==> src/hdl/ipfp_pkg.sv <==
// Package for the IMU packet field parser: packet codes, status codes and
// the shared types of the vector store. No dependencies.
`timescale 1ns / 1ps
`default_nettype none

package ipfp_pkg;

    // Packet and field descriptors
    localparam logic [7:0]  PKT_DESC_IMU = 8'h80;
    localparam logic [7:0]  FIELD_ACCEL  = 8'h04;
    localparam logic [7:0]  FIELD_GYRO   = 8'h05;

    // -999.0 as IEEE single, given for every vector word on a bad descriptor
    localparam logic [31:0] ERROR_WORD   = 32'hC479C000;

    // Field offsets bounding the three captured words
    localparam logic [7:0]  CAP_FIRST    = 8'd2;
    localparam logic [7:0]  CAP_LAST     = 8'd13;
    localparam logic [7:0]  MIN_VEC_LEN  = 8'd14;
    localparam logic [7:0]  MIN_FIELD_LEN = 8'd2;

    localparam int          VEC_W        = 96;
    localparam int          OUT_W        = 200;

    typedef logic [VEC_W-1:0] vec_t;

    typedef enum logic [1:0] {
        STATUS_OK       = 2'd0,
        STATUS_BAD_DESC = 2'd1,
        STATUS_BAD_LEN  = 2'd2
    } status_t;

    // Slot in the vector memory
    typedef enum logic {
        SLOT_ACCEL = 1'b0,
        SLOT_GYRO  = 1'b1
    } slot_t;

    // Write of one completed vector into the store
    typedef struct packed {
        logic  valid;
        slot_t slot;
        vec_t  data;
    } commit_t;

endpackage

`default_nettype wire

==> src/hdl/imu_packet_field_parser.sv <==
// Top level of the IMU packet field parser: byte-wise packet walker, result
// stages and assertions. Depends on ipfp_pkg and ipfp_vec_store.
`timescale 1ns / 1ps
`default_nettype none

// Takes one packet byte per cycle with no gaps required: s_tready stays high
// unless both result stages are full and the output is stalled. At most one
// result request is given per packet, on the byte that settles it (the
// descriptor byte, the length byte, a field length below two, or the last
// payload byte); the result then waits in stage A for the registered read of
// the two-entry vector memory that holds the last complete accel and gyro
// vectors. Bytes before the first packet start, and after a result until the
// next start, are dropped. Sync bytes and checksum are not checked.
module imu_packet_field_parser
    import ipfp_pkg::*;
(
    input  wire logic             clk,
    input  wire logic             rst_n,
    input  wire logic             s_tvalid,
    output      logic             s_tready,
    input  wire logic [7:0]       s_tdata,   // [7:0] rx_byte
    input  wire logic [0:0]       s_tuser,   // [0] packet_start
    output      logic             m_tvalid,
    input  wire logic             m_tready,
    // [1:0] status, [33:2] accel_x, [65:34] accel_y, [97:66] accel_z,
    // [129:98] gyro_x, [161:130] gyro_y, [193:162] gyro_z,
    // [194] accel_seen, [195] gyro_seen, [199:196] zero
    output      logic [OUT_W-1:0] m_tdata
);

    // Walker state
    logic [8:0]  pos_reg, pos_next;
    logic [7:0]  plen_reg, plen_next;
    logic [7:0]  foff_reg, foff_next;
    logic [7:0]  flen_reg, flen_next;
    logic [7:0]  kind_reg, kind_next;
    vec_t        cap_reg, cap_next;
    logic [1:0]  seen_reg, seen_next;
    logic        ignore_reg, ignore_next;

    // Result stages
    logic        a_valid_reg, a_valid_next;
    status_t     a_status_reg;
    logic [1:0]  a_seen_reg;
    logic        b_valid_reg, b_valid_next;
    logic [OUT_W-1:0] b_data_reg;

    logic        in_acc;
    logic        a_move;
    logic        emit;
    status_t     emit_status;
    commit_t     commit;
    vec_t        accel_vec;
    vec_t        gyro_vec;
    logic [OUT_W-1:0] b_data_next;

    assign in_acc   = s_tvalid && s_tready;
    assign a_move   = a_valid_reg && (!b_valid_reg || m_tready);
    assign s_tready = !a_valid_reg || a_move;
    assign m_tvalid = b_valid_reg;
    assign m_tdata  = b_data_reg;

    // Packet walker: next state, result request and vector commit
    always_comb
    begin
        logic       start;
        logic       active;
        logic [8:0] p;
        logic [7:0] b;
        logic [7:0] foff_inc;
        logic       early;

        start    = s_tuser[0];
        b        = s_tdata;
        active   = in_acc && (start || !ignore_reg);
        p        = start ? 9'd0 : pos_reg;
        foff_inc = foff_reg + 8'd1;
        early    = 1'b0;

        pos_next    = pos_reg;
        plen_next   = plen_reg;
        foff_next   = foff_reg;
        flen_next   = flen_reg;
        kind_next   = kind_reg;
        cap_next    = cap_reg;
        seen_next   = seen_reg;
        ignore_next = ignore_reg;
        emit        = 1'b0;
        emit_status = STATUS_OK;
        commit      = '{valid: 1'b0, slot: SLOT_ACCEL, data: cap_reg};

        if (active)
        begin
            if (start)
            begin
                seen_next   = 2'b00;
                ignore_next = 1'b0;
            end
            pos_next = (p != 9'h1FF) ? p + 9'd1 : p;

            if (p == 9'd2)
            begin
                if (b != PKT_DESC_IMU)
                begin
                    emit        = 1'b1;
                    emit_status = STATUS_BAD_DESC;
                end
            end
            else if (p == 9'd3)
            begin
                plen_next = b;
                foff_next = 8'd0;
                if (b == 8'd0)
                begin
                    emit = 1'b1;
                end
            end
            else if (p >= 9'd4)
            begin
                if (foff_reg == 8'd0)
                begin
                    flen_next = b;
                    if (b < MIN_FIELD_LEN)
                    begin
                        emit        = 1'b1;
                        emit_status = STATUS_BAD_LEN;
                        early       = 1'b1;
                    end
                end
                else if (foff_reg == 8'd1)
                begin
                    kind_next = b;
                end
                else if (foff_reg <= CAP_LAST && flen_reg >= MIN_VEC_LEN &&
                         (kind_reg == FIELD_ACCEL || kind_reg == FIELD_GYRO))
                begin
                    cap_next = {cap_reg[VEC_W-9:0], b};
                    if (foff_reg == CAP_LAST)
                    begin
                        commit.valid = 1'b1;
                        commit.slot  = (kind_reg == FIELD_ACCEL) ? SLOT_ACCEL : SLOT_GYRO;
                        commit.data  = cap_next;
                        seen_next    = seen_next |
                                       ((kind_reg == FIELD_ACCEL) ? 2'b01 : 2'b10);
                    end
                end

                // Offset advance and end-of-payload check
                if (!early)
                begin
                    foff_next = (foff_inc == flen_next) ? 8'd0 : foff_inc;
                    if ({1'b0, p} == 10'd3 + {2'b00, plen_reg})
                    begin
                        emit = 1'b1;
                    end
                end
            end

            if (emit)
            begin
                ignore_next = 1'b1;
            end
        end
    end

    // Walker registers
    always_ff @(posedge clk or negedge rst_n)
    begin
        if (!rst_n)
        begin
            pos_reg    <= '0;
            plen_reg   <= '0;
            foff_reg   <= '0;
            flen_reg   <= '0;
            kind_reg   <= '0;
            cap_reg    <= '0;
            seen_reg   <= '0;
            ignore_reg <= 1'b1;
        end
        else
        begin
            pos_reg    <= pos_next;
            plen_reg   <= plen_next;
            foff_reg   <= foff_next;
            flen_reg   <= flen_next;
            kind_reg   <= kind_next;
            cap_reg    <= cap_next;
            seen_reg   <= seen_next;
            ignore_reg <= ignore_next;
        end
    end

    // Completed vectors, read when a result is requested
    ipfp_vec_store u_vec_store (
        .clk       (clk),
        .commit    (commit),
        .rd_en     (emit),
        .accel_vec (accel_vec),
        .gyro_vec  (gyro_vec)
    );

    // Stage A waits for the memory read; stage B is the output register
    always_comb
    begin
        a_valid_next = a_valid_reg;
        if (emit)
        begin
            a_valid_next = 1'b1;
        end
        else if (a_move)
        begin
            a_valid_next = 1'b0;
        end

        b_valid_next = b_valid_reg;
        if (a_move)
        begin
            b_valid_next = 1'b1;
        end
        else if (m_tready)
        begin
            b_valid_next = 1'b0;
        end
    end

    // Result word: error pattern on a bad descriptor, zero for unseen vectors
    always_comb
    begin
        vec_t acc;
        vec_t gyr;

        if (a_status_reg == STATUS_BAD_DESC)
        begin
            acc = {3{ERROR_WORD}};
            gyr = {3{ERROR_WORD}};
        end
        else
        begin
            acc = a_seen_reg[0] ? accel_vec : '0;
            gyr = a_seen_reg[1] ? gyro_vec  : '0;
        end
        b_data_next = {4'b0000, a_seen_reg,
                       gyr[31:0], gyr[63:32], gyr[95:64],
                       acc[31:0], acc[63:32], acc[95:64],
                       a_status_reg};
    end

    always_ff @(posedge clk or negedge rst_n)
    begin
        if (!rst_n)
        begin
            a_valid_reg <= 1'b0;
            b_valid_reg <= 1'b0;
        end
        else
        begin
            a_valid_reg <= a_valid_next;
            b_valid_reg <= b_valid_next;
        end
    end

    always_ff @(posedge clk)
    begin
        if (emit)
        begin
            a_status_reg <= emit_status;
            a_seen_reg   <= (emit_status == STATUS_BAD_DESC) ? 2'b00 : seen_next;
        end
        if (a_move)
        begin
            b_data_reg <= b_data_next;
        end
    end

    // Bytes dropped while waiting for a packet start never request a result
    assert property (@(posedge clk) disable iff (!rst_n)
        in_acc && !s_tuser[0] && ignore_reg |-> !emit)
        else $error("result requested while ignoring bytes");

    // A pending result in stage A is not lost while the output stalls
    assert property (@(posedge clk) disable iff (!rst_n)
        a_valid_reg && !a_move |=> a_valid_reg)
        else $error("stage A result dropped");

    // A bad descriptor result carries no seen flags
    assert property (@(posedge clk) disable iff (!rst_n)
        b_valid_reg && b_data_reg[1:0] == STATUS_BAD_DESC |-> b_data_reg[195:194] == 2'b00)
        else $error("seen flags set on a bad descriptor result");

    // After a result request the walker ignores bytes until the next start
    assert property (@(posedge clk) disable iff (!rst_n)
        emit |=> ignore_reg)
        else $error("walker still active after a result");

endmodule

`default_nettype wire

==> src/hdl/ipfp_vec_store.sv <==
// Vector store of the IMU packet field parser: a two-entry memory of
// completed accel and gyro vectors, read on request. Depends on ipfp_pkg.
`timescale 1ns / 1ps
`default_nettype none

module ipfp_vec_store
    import ipfp_pkg::*;
(
    input  wire logic    clk,
    input  wire commit_t commit,    // vector completed this cycle
    input  wire logic    rd_en,     // result request: read both slots
    output      vec_t    accel_vec,
    output      vec_t    gyro_vec
);

    vec_t    mem [0:1];
    vec_t    rd_accel_reg;
    vec_t    rd_gyro_reg;
    commit_t fwd_reg;

    // Write port
    always_ff @(posedge clk)
    begin
        if (commit.valid)
        begin
            mem[commit.slot] <= commit.data;
        end
    end

    // Read ports, registered; a write in the same cycle is kept for bypass
    always_ff @(posedge clk)
    begin
        if (rd_en)
        begin
            rd_accel_reg <= mem[SLOT_ACCEL];
            rd_gyro_reg  <= mem[SLOT_GYRO];
            fwd_reg      <= commit;
        end
    end

    // Bypass: a vector completed on the result's own byte is not yet in memory
    always_comb
    begin
        accel_vec = rd_accel_reg;
        gyro_vec  = rd_gyro_reg;
        if (fwd_reg.valid && fwd_reg.slot == SLOT_ACCEL)
        begin
            accel_vec = fwd_reg.data;
        end
        if (fwd_reg.valid && fwd_reg.slot == SLOT_GYRO)
        begin
            gyro_vec = fwd_reg.data;
        end
    end

endmodule

`default_nettype wire

==> config.mk <==
export PLATFORM = sky130hd
export DESIGN_NAME = imu_packet_field_parser
export DESIGN_NICKNAME = d
export VERILOG_FILES = /design/src/hdl/ipfp_pkg.sv /design/src/hdl/imu_packet_field_parser.sv /design/src/hdl/ipfp_vec_store.sv
export SDC_FILE = /design/constraint.sdc
export NUM_CORES = 1
export LEC_CHECK = 0
export BUFFER_PORTS_ARGS = -buffer_cell sky130_fd_sc_hd__clkbuf_2
export CORE_MARGIN = 1
export CORE_UTILIZATION = 48
export CTS_CLUSTER_SIZE = 20
export DETAILED_ROUTE_END_ITERATION = 10
export PLACE_DENSITY = 0.69
export SETUP_SLACK_MARGIN = 0.2
export SLEW_MARGIN = 20
export SYNTH_ARGS = -nofsm -noshare
export SYNTH_HDL_FRONTEND = slang
export SYNTH_SLANG_ARGS = --single-unit
export TNS_END_PERCENT = 100
==> constraint.sdc <==
create_clock -name clk -period 26.6 [get_ports clk]
set_input_delay 0 -clock clk [delete_from_list [all_inputs] [get_ports clk]]
set_output_delay 0 -clock clk [all_outputs]
set_load 0.005 [all_outputs]
==> impl_results.md, run 1 <==
* H-tree Lvls at 3
* RSZ-0062 raised after global routing: false
* Initial antenna violation count at 0
* Nets at 2131
* Layout Area Growth over Synthesis at 15.5%
* Worst rel slew slack at 0.253
* Worst vdd ir at 51.3 uV
* EDFF count, synth at 682
* Vias in the first global route at 16800
* Setup repair bufs after CTS at 0
* Placed inst area at 32700 sq um
* Crit path largest cell delay at 0.74 ns
* Port-buffer cells at 210
* Power per standard cell area at 85.4 nW/um^2
* CP Max Fanout at between 50 and 60
* Startpoint Class: register
* Crit-path cells: or4_1 > or4_4 > nor4_4 > buf_4 > buf_4 > o21ai_1 > inv_4 > buf_4
* Internal reg-to-reg setup slack at around 21 ns
* Syn Area/Cell at between 15 and 20 sq um
* Antenna viol nets, final at 0
* Initial DRC Count at 1464
* Fmax at 185 MHz
* #FFs+latches synth at 824
* Tot GR Track Use at 0.200
* Endpoints failing hold at 0
* Post-DP HPWL at between 30 and 40 mm
* Layout cells sized above 1 at 0.262
* Final worst-path cycle share at 0.203
* # diodes at 0
* Mapped cell area at approximately 31000 sq um
* CTS root buffer: clkbuf_16
* Asr flop ratio synth at 0.172
* Most used flip-flop cell after synthesis: edfxtp_1
* Clock sinks at 824
* Worst-Skew Late Latency at roughly 0.63 ns
* Largest net degree at the start of global routing at between 150 and 200
* Ports at 215
* R2r endpoint: u_vec_store.mem[1][28]$_DFFE_PP_
* FILL cells at 4877
* Initial DRT Pass Iterations at 5
* Drt total wl at 65.0 mm
* Gpl congestion at 0.796
* GR Overflow Total at 0
* Clk slew on worst S/H paths at 0.06 ns
* Post-synthesis sequential area ratio at 0.778
* Crit path DAT at 5.64 ns
* Total CTS buffers at 82
* Worst hold path class: input pin to asynchronous set/reset pin
* Number of max-cap violations at 0
* Critical Path RT at 26.83 ns
* CP max stage cell: or4_1
* Leak pwr at 0.0130 uW
* CP Class: register to register
* Via-to-Cell Ratio at 5.43
* Area of the core at 63300 sq um
* CTS tree: done
* Yosys warnings at 0
* Crit Reg-Reg Startpoint: foff_reg[4]$_DFFE_PN0P_
* Die area at 65400 sq um
* Worst Tran Pin Value at 1.12 ns
* Setup crit end kind: register
* Clock Tree Buf Depth at 3
* Drt drc at 0
* Endpoints failing setup at 0
* FP Rows at 92
* Die Y at 256 um
* Initial Utilization at 0.488
* Max reg flops at approximately 200
* Final Cell Area at 35700 sq um
* First-pass GRT wire length at 100 mm
* Outcome: finished clean
* Final worst path period need at 5.41 ns
* Cell count after synthesis at 1884
* DR vias at 16400
* Post-route setup TNS at 0 ns
* Wire per inst at 21.5 um
* Setup Skew at 0.0267 ns
* Most common cell on crit path: buf_4
* Fin. max-slew vios at 0
* Die X-Extent at 256 um
* Synth unique cells at 60
* Worst Reg2Reg Path Length in Cells at 8
cell usage after synthesis, types with 5 or more instances:
library cell	instances	share of area
nand4_1	6	0.0012
clkbuf_1	59	0.0072
a32o_1	5	0.0016
buf_2	7	0.0011
mux2i_1	61	0.020
nand2b_1	10	0.0020
nor2_1	17	0.0021
nand3_1	16	0.0026
xnor2_1	9	0.0026
mux2_2	201	0.073
inv_1	16	0.0019
o21ai_0	75	0.012
a211oi_1	5	0.0012
and3_1	5	0.0010
dfrtp_1	141	0.11
nor4_1	5	0.0010
mux2_1	11	0.0040
ha_1	7	0.0028
buf_4	13	0.0032
xor2_1	8	0.0023
buf_1	12	0.0015
nor3_1	10	0.0016
nand2_1	297	0.036
a21oi_1	141	0.023
nor2b_1	7	0.0014
edfxtp_1	682	0.66
buf_6	6	0.0022
worst max-delay path: cells and delay by family (launching register included):
| family | cells | cell delay, ns |
|---|---|---|
| buffers and inverters | 4 | 2.66 |
| AO/OA/AOI/OAI | 1 | 0.32 |
| AND/OR/NAND/NOR | 3 | 1.50 |
| flip-flops | 1 | 0.44 |
cell type report:
type	count	area, sq um	area share
clock inverter	48	527	0.0148
clock buffer	103	2240	0.0629
inverter	16	62.6	0.00175
timing repair buffer	237	1310	0.0366
tap	846	1060	0.0297
sequential	824	24000	0.674
multi-input combinational	950	6430	0.180
worst max-delay path by stage:
stage / startpoint / end / slack (ns) / cells after the start
3_5_place_dp: foff_reg[4]$_DFFE_PN0P_ / u_vec_store.mem[1][4]$_DFFE_PP_ / 21.17 / 8
2_1_floorplan: plen_reg[0]$_DFFE_PN0P_ / a_seen_reg[0]$_SDFFCE_PN0P_ / 18.28 / 8
5_1_grt: m_tvalid$_DFFE_PN0P_ / u_vec_store.mem[1][27]$_DFFE_PP_ / 20.85 / 10
3_3_place_gp: foff_reg[4]$_DFFE_PN0P_ / u_vec_store.mem[1][11]$_DFFE_PP_ / 21.25 / 8
4_1_cts: foff_reg[4]$_DFFE_PN0P_ / u_vec_store.mem[1][27]$_DFFE_PP_ / 21.16 / 8
6_report: foff_reg[4]$_DFFE_PN0P_ / u_vec_store.mem[1][28]$_DFFE_PP_ / 21.19 / 8
logic make-up (layout without fill, tap and decap cells):
family,after synthesis,count (layout),share of synthesized area
xor gates and xnor gates,17,17,0.00482
DFF,824,824,0.778
AOI/OAI and AO/OA,253,253,0.0450
buffers and inverters,113,404,0.0171
adders and majority gates,7,7,0.00284
other,1,4,0.000121
muxes,273,273,0.0971
and+or+nand+nor,396,396,0.0550
repair_timing:
action | 4_1_cts | 5_1_grt
resized for setup | 0 | 0
hold buffers | 13 | 0
hold endpoints to repair | 140 | 0
where the power goes:
group	leakage, uW	switching, uW	total (uW)	internal, uW
clock network	0.00135	480	1170	691
logic	0.00389	198	298	101
registers	0.00781	50.1	1580	1530
total	0.0130	728	3040	2320
cell usage in the layout (no fill, tap or decap), types with 5 or more instances in the layout:
master	netlist	layout
nor2b_1	7	6
mux2i_1	61	61
clkbuf_1	59	13
nand2b_1	10	8
inv_1	16	13
a211oi_1	5	5
nor3_1	10	10
and3_1	5	5
nand3_1	16	16
clkbuf_16	0	85
clkbuf_2	0	209
clkbuf_8	0	5
clkinv_2	0	13
nor4_1	5	5
mux2_1	11	11
ha_1	7	7
a32o_1	5	5
xor2_1	8	8
dlygate4sd3_1	0	13
bufinv_16	0	9
nor2_1	17	17
edfxtp_1	682	682
buf_4	13	13
a21oi_1	141	141
clkinv_1	0	14
dfrtp_1	141	141
o21ai_0	75	75
mux2_2	201	201
nand4_1	6	6
nand2_1	297	294
xnor2_1	9	9
stage by stage:
stage	setup slack (ns)	power, uW	std cells	util	hold WS (ns)
final	21.19	3040	3024	0.563	0.00348
after global routing	20.85	3150	3024	0.563	0.0693
after CTS	21.16	3070	3024	0.563	0.0131
after detailed placement	21.17	1900	2860	0.517	0.0784
after global placement	21.25	1890	2860	0.517	0.0723
after floorplan	18.28	1790	1887	-	-0.296
layer usage:
| metal | track usage | share of wire | routed length, um |
|---|---|---|---|
| met5 | 0 | 0 | 0 |
| met4 | 0.0649 | 0.022 | 1450 |
| met3 | 0.0353 | 0.062 | 4060 |
| met2 | 0.330 | 0.49 | 31700 |
| met1 | 0.271 | 0.43 | 27800 |
Note: power is estimated with default switching activity, not from simulation.
==> run 2, diff against run 1 <==
clock period = 5.4 ns   (was 26.6 ns; I/O delays follow)
==> impl_results.md, run 2 (synthesized netlist as in run 1, its figures left out) <==
* FP Rows at 92
* Fmax at 242 MHz
* Worst-Skew Late Latency at 0.65 ns
* H-tree Lvls at 3
* Worst hold path class: input pin to asynchronous set/reset pin
* Worst hold slack at -0.0676 ns
* Crit Reg-Reg Startpoint: foff_reg[4]$_DFFE_PN0P_
* DR vias at ~17000
* Die Y at 256 um
* Initial DRC Count at between 1500 and 2000
* Critical Path RT at 5.76 ns
* Commonest non-fill, non-tap cell in the layout: edfxtp_1
* Hold buffer count at CTS at 12
* Worst vdd ir at 243 uV
* GR Overflow Total at 0
* Setup repair bufs after CTS at 0
* Gpl congestion at around 0.80
* Failing checks: hold timing
* RSZ-0062 raised after global routing: false
* Drt drc at 0
* Initial Utilization at 0.488
* Area of the core at 63300 sq um
* Outcome: finished with violations
* Layout Area Growth over Synthesis at 15.8%
* Internal reg-to-reg setup slack at 1.27 ns
* Ports at around 220
* Initial DRT Pass Iterations at 7
* FILL cells at 4903
* CP Class: register to register
* CTS resizes at 0
* Nets at around 2100
* Worst rel slew slack at 0.281
* Max reg flops at 196
* Layout cells sized above 1 at 0.265
* Endpoints failing setup at 0
* Tot GR Track Use at 0.204
* Crit path DAT at about 4.5 ns
* Startpoint Class: register
* CTS root buffer: clkbuf_16
* Via-to-Cell Ratio at 5.45
* Die X-Extent at 256 um
* Leak pwr at 0.0131 uW
* CTS tree: done
* Non-Filler Instances at around 3000
* Clock sinks at 824
* Endpoints failing hold at 16
* R2r endpoint: u_vec_store.mem[1][35]$_DFFE_PP_
* Total CTS buffers at 83
* Setup Skew at 0.0406 ns
* Worst Tran Pin Value at roughly 1.1 ns
* Initial antenna violation count at 1
* Wire per inst at 21.9 um
* Port-buffer cells at 210
* Vias in the first global route at 16900
* CP Max Fanout at 57
* Fin. max-slew vios at 0
* Drt total wl at 66.5 mm
* Final worst path period need at 4.13 ns
* Largest net degree at the start of global routing at 114
* Clock Tree Buf Depth at 3
* First-pass GRT wire length at ~100 mm
* Power per standard cell area at 416 nW/um^2
* Final worst-path cycle share at 0.765
* Most frequent cells in the layout: edfxtp_1 (682), nand2_1 (294), clkbuf_2 (209)
* Post-route setup TNS at 0 ns
* Clk slew on worst S/H paths at 0.07 ns
* DP Cell Count at 2871
* Post-DP HPWL at about 40 mm
* Antenna viol nets, final at 0
* Setup crit end kind: register
* Die area at 65400 sq um
* Number of max-cap violations at 0
* Worst Reg2Reg Path Length in Cells at 6
## run 2: cell types whose count changed in the layout (fill, tap and decap cells not counted), sizes merged
cell / before / now
buf: 15 / 28
clkinv: 32 / 29
bufinv: 9 / 7
clkbuf: 312 / 314
clkinvlp: 3 / 5
diode: 0 / 2
inv: 20 / 22
dlygate4sd3: 13 / 12
## run 2: worst max-delay path: stages (launching register included)
cell and delay (ns):
dfrtp_1 0.44, or4_1 0.75, or4_4 0.63, nor4_4 0.17, buf_4 0.56, buf_4 0.77, mux2_2 0.45
## run 2: cell type report
class | instances | area [sq um] | area share
repair buffers | 249 | 1500 | 0.0420
flip-flops and latches | 824 | 24000 | 0.672
multi-input cells | 950 | 6410 | 0.179
clock buffers | 105 | 2180 | 0.0609
clock inverters | 47 | 505 | 0.0141
diodes | 2 | 5.00 | 0.000140
well taps | 846 | 1060 | 0.0296
inverters | 16 | 62.6 | 0.00175
## run 2: metrics by stage
stage               total power (uW)   util  setup WS (ns)  area (sq um)
floorplan                       8750      -          0.578         30900
global placement                9320  0.520           1.38         32900
detailed placement              9380  0.520           1.34         32900
CTS                            15000  0.564           1.28         35700
global route                   15400  0.565           1.12         35800
finish                         14900  0.565           1.27         35800
## run 2: power by group
part | leakage (uW) | switching, uW | internal (uW)
Combinational | 0.00397 | 978 | 521
Sequential | 0.00781 | 244 | 7510
Clock | 0.00130 | 2400 | 3240
Total | 0.0131 | 3620 | 11300
## run 2: how the worst max path moves through the flow
stage / from / end / slack [ns]
global placement: foff_reg[4]$_DFFE_PN0P_ / u_vec_store.fwd_reg[45]$_DFFE_PP_ / 1.38
detailed placement: foff_reg[4]$_DFFE_PN0P_ / u_vec_store.mem[1][35]$_DFFE_PP_ / 1.34
global route: foff_reg[4]$_DFFE_PN0P_ / u_vec_store.mem[1][15]$_DFFE_PP_ / 1.12
floorplan: foff_reg[4]$_DFFE_PN0P_ / u_vec_store.mem[0][0]$_DFFE_PP_ / 0.58
finish: foff_reg[4]$_DFFE_PN0P_ / u_vec_store.mem[1][35]$_DFFE_PP_ / 1.27
CTS: foff_reg[4]$_DFFE_PN0P_ / u_vec_store.mem[1][35]$_DFFE_PP_ / 1.28
## run 2: routing by layer
layer / up-vias / GRT usage / share of wire / wire length (um)
li1: 7491 / - / - / -
met1: 8402 / 0.278 / 0.43 / 28400
met2: 565 / 0.337 / 0.49 / 32800
met3: 108 / 0.0301 / 0.056 / 3710
met4: 0 / 0.0664 / 0.024 / 1580
met5: - / 0 / 0 / 0
